`config.mk`:
```
export PLATFORM = sky130hd
export DESIGN_NAME = aqs_stage
export DESIGN_NICKNAME = d
export VERILOG_FILES = /design/src/sv/aqs_stage.sv
export SDC_FILE = /design/constraint.sdc
export NUM_CORES = 1
export LEC_CHECK = 0
export BUFFER_PORTS_ARGS = -buffer_cell sky130_fd_sc_hd__buf_4
export CORE_AREA = 2 2 39 41
export DETAILED_ROUTE_END_ITERATION = 12
export DIE_AREA = 0 0 41 43
export PLACE_DENSITY_LB_ADDON = 0.12
export SLEW_MARGIN = 10
export SYNTH_ARGS = -nofsm -noshare
export SYNTH_HDL_FRONTEND = slang
export SYNTH_SLANG_ARGS = --single-unit
```
`constraint.sdc`:
```
create_clock -name clock -period 0.8 [get_ports clock]
set_input_delay 0.16 -clock clock [delete_from_list [all_inputs] [get_ports clock]]
set_output_delay 0.16 -clock clock [all_outputs]
set_load 0.05 [all_outputs]
```
`src/sv/aqs_stage.sv`:
```
`default_nettype none
// one pipeline register stage with stall
module aqs_stage #(
   parameter int W = 8
) (
   input  wire logic         clock,
   input  wire logic         reset,
   input  wire logic         en,
   input  wire logic         v_in,
   input  wire logic [W-1:0] d_in,
   output logic              v_ff,
   output logic [W-1:0]      d_ff
);
   always_ff @(posedge clock) begin
      if (reset) begin
         v_ff <= 1'b0;
      end else if (en) begin
         v_ff <= v_in;
      end
      if (en) begin
         d_ff <= d_in;
      end
   end
endmodule
`default_nettype wire

```
==> Word level (Yosys, flattened, before mapping) <==
Index checks and enable logic that the tools add are counted.
{ "word_totals": {"ff_bits": 9, "input_bits": 12, "out_inout_bits": 9, "elab_cells": 2} }

==> Depth between registers and ports, before layout <==
Gate-level depths: netlist of the first run.
{ "logic_depth": {"word_depth": 0, "mapped_depth": 2, "mapped_depth_nobuf": 2} }

==> Worst setup path after synthesis of the first run <==
OpenSTA, ideal clock, no wires.
{ "synth_path": {"path_kind": "reg2reg", "start": "register, netlist name v_ff", "end": "register v_ff", "setup_time_ns": 0.065, "arrival_ns": 0.817, "required_time_ns": 0.735, "path_slack_ns": -0.082, "path_stages_with_launch": 3, "n_path_buf": 0, "period_less_slack_ns": 0.882, "cell_sequence": "dfxtp_1 > mux2i_1 > nor2_1"} }
{ "synth_rtl": {"columns": ["item", "line", "text"], "rows": [
  ["to (signal assigned)", "18", "v_ff <= v_in;"],
  ["to (decl)", "11", "output logic v_ff,"]
]} }

==> Final worst setup path of the first run <==
{ "layout_path": {"start": "register d_ff[1]", "end": "output port d_ff[1]"} }
{ "layout_rtl": {"columns": ["item", "line", "text"], "rows": [
  ["from (decl)", "12", "output logic [W-1:0] d_ff"],
  ["from (signal assigned)", "21", "d_ff <= d_in;"]
]} }
No word-level cell between the ends.

==> impl_metrics.ini, run 1 <==
[run_status]
status = finished, violations left
violations = setup timing

[timing]
fin_ws_ns = -0.161
worst_slew_pin_slew_ns = 0.115
grt_setup_unrepaired = yes
fin_skew_ns = 0
hold_viol = 0
post-route-period-util_pct = 120
slew_violations = 0
fmax_mhz = 1040
min_period_ns = 0.961
setup_violations = 9
slew_headroom_pct = 92.1

[routing]
vias_per_cell = 3.63
wl_um = 508
drt-pass1-iter-count = 2
drt_iter0_drc = 1
wl_per_cell_um = 9.96
drc_errors = 0
antenna_left = 0
vias = 185

[placement]
place_congestion = 0.558
place_area_um2 = 445
io_buffer_count = 20

[clock_network]
cts_tree = done
cts_root_buffer = clkbuf_4
htree_levels = 1
clock_latency_ns = 0.25
clkTransAtPathRegs_ns = 0.06
cts_setup_buffers = 0
cts.sinks = 9
clock_path_buffers = 2
numCtsBuffers = 3

[critical_path]
cp_slowest_cell = edfxtp_1
cp.buffers_inverters = 1
crit_type = reg -> out
worstSetupEndpointType = primary output
path_max_fanout = 1
critical_path.max_stage_delay_ns = 0.39
path_cells = buf_6
path_depth = 1
crit_family = flip-flops
start_kind = flip-flop
crit_required_ns = 0.64
arrival_ns = 0.80
r2r_cells = 2

[grt]
grt_pass1_vias = 195
overflow = 0
grt_pass1_wl_um = 786
grt_antenna_before_repair = 0
grt_max_degree = 10
gr-usage-all-layers_pct = 7.23

[floorplanning]
initial_core_util_pct = 19.8
dieArea_mm2 = 0.00176
rows = 14
die_w_um = 41
coreArea_mm2 = 0.00138
die_y_um = 43
io_pins = 21

[final_layout]
stdcell_area_um2 = 509
nets = 48
drive_above_1_share_pct = 68.6
diodes = 0
area_growth_pct = 85.8
n_fill_cell = 147

[power_and_ir_drop]
p_per_area_mw_per_mm2 = 2260
ir_drop_uv = 722
p_leak_nw = 0.218
p_total_mw = 1.15

[job]
cap_violations = 0

[synthesis]
yosys.area.top_type_share_pct = 87.7
synth_area_leaders = edfxtp_1, dfxtp_1, mux2i_1
syn_area_um2 = 274
async_reset_ff_share_pct = 0
syn_inst = 11
yosysMostFrequentCell = edfxtp_1
ys_seq_area_share_pct = 95.0
yosys_register_bits = 9
yosysUniqueCellTypes = 4
synth_ff_type = edfxtp_1
synth-edff-count = 8
syn_nets = 23
syn_avg_cell_area_um2 = 24.9
yosysWarnings = 0
yosysTopAreaCell = edfxtp_1
synth_commonest_cells = edfxtp_1, dfxtp_1, mux2i_1, nor2_1

[min_path]
hp-class = in -> reg
hold_depth = 2
[layout by cell type (no fill, tap or decap)]
| master | n |
|---|---|
| clkbuf_4 | 3 |
| buf_8 | 1 |
| dfxtp_2 | 1 |
| edfxtp_1 | 8 |
| nor2_1 | 1 |
| buf_4 | 11 |
| mux2i_1 | 1 |
| buf_6 | 8 |
| clkbuf_1 | 1 |
[report_power, final]
group / total [mW] / internal, mW / switching (mW)
logic: 0.255 / 0.103 / 0.152
registers: 0.570 / 0.553 / 0.0168
clock network: 0.327 / 0.191 / 0.136
[final timing paths]
check | to | startpoint | slack [ns]
max | d_ff[1] | d_ff[1]$_DFFE_PP_ | -0.16
max reg2reg | v_ff$_SDFFE_PP0P_ | v_ff$_SDFFE_PP0P_ | 0.20
min | v_ff$_SDFFE_PP0P_ | reset | 0.05
min reg2reg | v_ff$_SDFFE_PP0P_ | v_ff$_SDFFE_PP0P_ | 0.51
[stage by stage]
stage          TNS, ns  hold WS, ns  instances  utilization, %  setup slack (ns)
5_1_grt          -1.61       0.0396         51            36.8            -0.201
4_1_cts          -1.46       0.0368         51            36.8            -0.186
3_5_place_dp         0        0.311         47            32.2            0.0844
2_1_floorplan        0        0.225         11               -            0.0394
6_report         -1.31       0.0502         51            36.8            -0.161
3_3_place_gp         0        0.309         47            32.2             0.108
[repair_timing]
item,in CTS,in global routing
setup endpoints to repair,9,9
hold buffers,0,0
gates resized for setup,10,0
[sequential cells by signal, indices dropped and copies added (netlist names)]
| register | cells |
|---|---|
| d_ff | 8 |
| v_ff | 1 |
[routing by layer]
| metal | GRT usage [%] | vias to the layer above | routed length (µm) | part of all wire, % |
|---|---|---|---|---|
| met5 | 0 | - | 0 | 0 |
| met4 | 6.00 | 0 | 0 | 0 |
| met3 | 4.19 | 0 | 55 | 11 |
| met2 | 12.2 | 10 | 319 | 63 |
| met1 | 5.05 | 85 | 133 | 26 |
| li1 | - | 90 | - | - |
[final cells by class]
class | instances | area [µm²] | share of cell area, %
Multi-Input combinational cell | 2 | 13.8 | 2.70
Tap cell | 16 | 20.0 | 3.93
Clock buffer | 4 | 26.3 | 5.16
Timing Repair Buffer | 20 | 188 | 36.9
Sequential cell | 9 | 262 | 51.4
[logic make-up after synthesis]
group         share of synthesized area (%)
mux                                    3.65
simple gates                           1.37
flops                                  95.0
Power figures use the tool's default switching activity.
==> run 2: changes to the inputs <==
--- a/config.mk
+++ b/config.mk
@@ -6,10 +6,12 @@
 export NUM_CORES = 1
 export LEC_CHECK = 0
 export BUFFER_PORTS_ARGS = -buffer_cell sky130_fd_sc_hd__buf_4
-export CORE_AREA = 2 2 39 41
+export CELL_PAD_IN_SITES_DETAIL_PLACEMENT = 2
+export CELL_PAD_IN_SITES_GLOBAL_PLACEMENT = 2
+export CORE_MARGIN = 2
+export CORE_UTILIZATION = 19
 export DETAILED_ROUTE_END_ITERATION = 12
-export DIE_AREA = 0 0 41 43
-export PLACE_DENSITY_LB_ADDON = 0.12
+export PLACE_DENSITY = 0.72
 export SLEW_MARGIN = 10
 export SYNTH_ARGS = -nofsm -noshare
 export SYNTH_HDL_FRONTEND = slang
==> run 2 against run 1 <==
The flow still finishes with violations (setup timing). Count of clock-buffer cells in the layout unchanged. Critical path depth stayed put. Wire length grew 27%. Maximum frequency decreased by 1.1%. Worst hold slack lost 0.0059 ns. Sequential share of layout area grew 0.51 points.
==> impl_metrics.ini, run 2 (synthesized netlist as in run 1, its figures left out) <==
[run_status]
status = finished, violations left
violations = setup timing

[timing]
fin_ws_ns = -0.171
post-route-period-util_pct = 121
fin_tns_setup_ns = -1.40
slew_violations = 0
grt_setup_unrepaired = yes
worst_slew_pin_slew_ns = 0.120
fmax_mhz = 1030
setup_violations = 9
fin_skew_ns = 0
timing.hold.ws_ns = 0.0444
slew_headroom_pct = 91.8
min_period_ns = 0.971
hold_viol = 0

[clock_network]
cts_tree = done
numCtsBuffers = 3
cts.sinks = 9
cts_root_buffer = clkbuf_4
clock_path_buffers = 2
clock_latency_ns = 0.25
clkTransAtPathRegs_ns = 0.06
hold_buffers = 0
htree_levels = 1
cts_setup_buffers = 0

[routing]
wl_met1_um = 214
wl_um = 644
top_layer = met3
wl_per_cell_um = 12.9
vias_per_cell = 3.90
met2WireLength_um = 362
vias = 195
antenna_left = 0
wl_met3_um = 68
drt-pass1-iter-count = 1
drt_iter0_drc = 0
drc_errors = 0

[critical_path]
start_kind = flip-flop
path_max_fanout = 1
crit_family = flip-flops
arrival_ns = 0.81
cp.buffers_inverters = 1
crit_type = reg -> out
crit_required_ns = 0.64
cp_slowest_cell = edfxtp_1
worstSetupEndpointType = primary output
path_cells = buf_6
critical_path.max_stage_delay_ns = 0.39

[grt]
grt_pass1_vias = 240
overflow = 0
grt_antenna_before_repair = 0
grt_pass1_wl_um = 1050
gr-usage-all-layers_pct = 8.61
grt_max_degree = 10

[final_layout]
regMostFlops = d_ff
area_growth_pct = 84.0
finish.utilization_pct = 38.3
drive_above_1_share_pct = 68.6
diodes = 0
largest_register_ffs = 8
final_common_cell = buf_4
top_regs = d_ff x8, v_ff x1
nets = 48
final_cell_mix = buf_4, buf_6, edfxtp_1, clkbuf_4
final_cell_count_no_fill = 50

[floorplanning]
die_w_um = 42.0
die_y_um = 42.0
dieArea_mm2 = 0.00176
initial_core_util_pct = 20.8
rows = 13
coreArea_mm2 = 0.00132
io_pins = 21

[power_and_ir_drop]
ir_drop_uv = 749
p_sw_share_pct = 27.5
p_int_mw = 0.845
p_clk_share_pct = 29.2
pwr-share-comb_pct = 21.9
p_per_area_mw_per_mm2 = 2310
p_leak_nw = 0.217
p_switching_mw = 0.321
power_frac_seq_pct = 48.9

[placement]
dp.cells = 46
place_congestion = 0.618
io_buffer_count = 20

[min_path]
hp-class = in -> reg

[job]
cap_violations = 0
-- run 2: layout make-up --
| type | instances | area [µm²] |
|---|---|---|
| timing repair buffer | 20 | 184 |
| fill | 144 | 813 |
| clock buffer | 4 | 26.3 |
| multi-input combinational | 2 | 13.8 |
| sequential | 9 | 262 |
| tap | 15 | 18.8 |
-- run 2: layer usage --
| metal | GRT usage [%] | vias up |
|---|---|---|
| li1 | - | 90 |
| met1 | 7.90 | 88 |
| met2 | 15.6 | 17 |
| met3 | 3.02 | 0 |
| met4 | 5.81 | 0 |
| met5 | 0 | - |
-- run 2: final timing paths --
path | startpoint | endpoint | slack [ns] | cells after the start
worst max-delay path | d_ff[5]$_DFFE_PP_ | d_ff[5] | -0.17 | 1
worst min-delay path | reset | v_ff$_SDFFE_PP0P_ | 0.04 | 2
worst max register to register | v_ff$_SDFFE_PP0P_ | v_ff$_SDFFE_PP0P_ | 0.20 | 2
worst min register to register | v_ff$_SDFFE_PP0P_ | v_ff$_SDFFE_PP0P_ | 0.51 | 2
-- run 2: worst reg2reg max path: cells and delay by family, from the launching register on --
kind	cells	cell delay, ns
AND/OR/NAND/NOR	1	0.05
flip-flops	1	0.33
multiplexers	1	0.12
-- run 2: repair_timing --
action	4_1_cts	5_1_grt
endpoints found under the setup margin	9	9
pin swaps	0	0
gates resized for setup	9	0
-- run 2: stage by stage --
step           power (mW)  setup WS, ns  cell area (µm²)
6_report             1.17        -0.171              504
5_1_grt              1.22        -0.202              504
4_1_cts              1.19        -0.188              504
3_5_place_dp        0.811        0.0750              444
3_3_place_gp        0.801        0.0980              444
2_1_floorplan       0.703        0.0394              275
-- run 2: power groups by stage --
| stage | Combinational [mW] | Clock [mW] | Sequential (mW) |
|---|---|---|---|
| floorplan | 0.00420 | 0 | 0.699 |
| global placement | 0.231 | 0 | 0.570 |
| detailed placement | 0.237 | 0 | 0.575 |
| CTS | 0.258 | 0.359 | 0.571 |
| global route | 0.265 | 0.378 | 0.573 |
| finish | 0.255 | 0.341 | 0.570 |
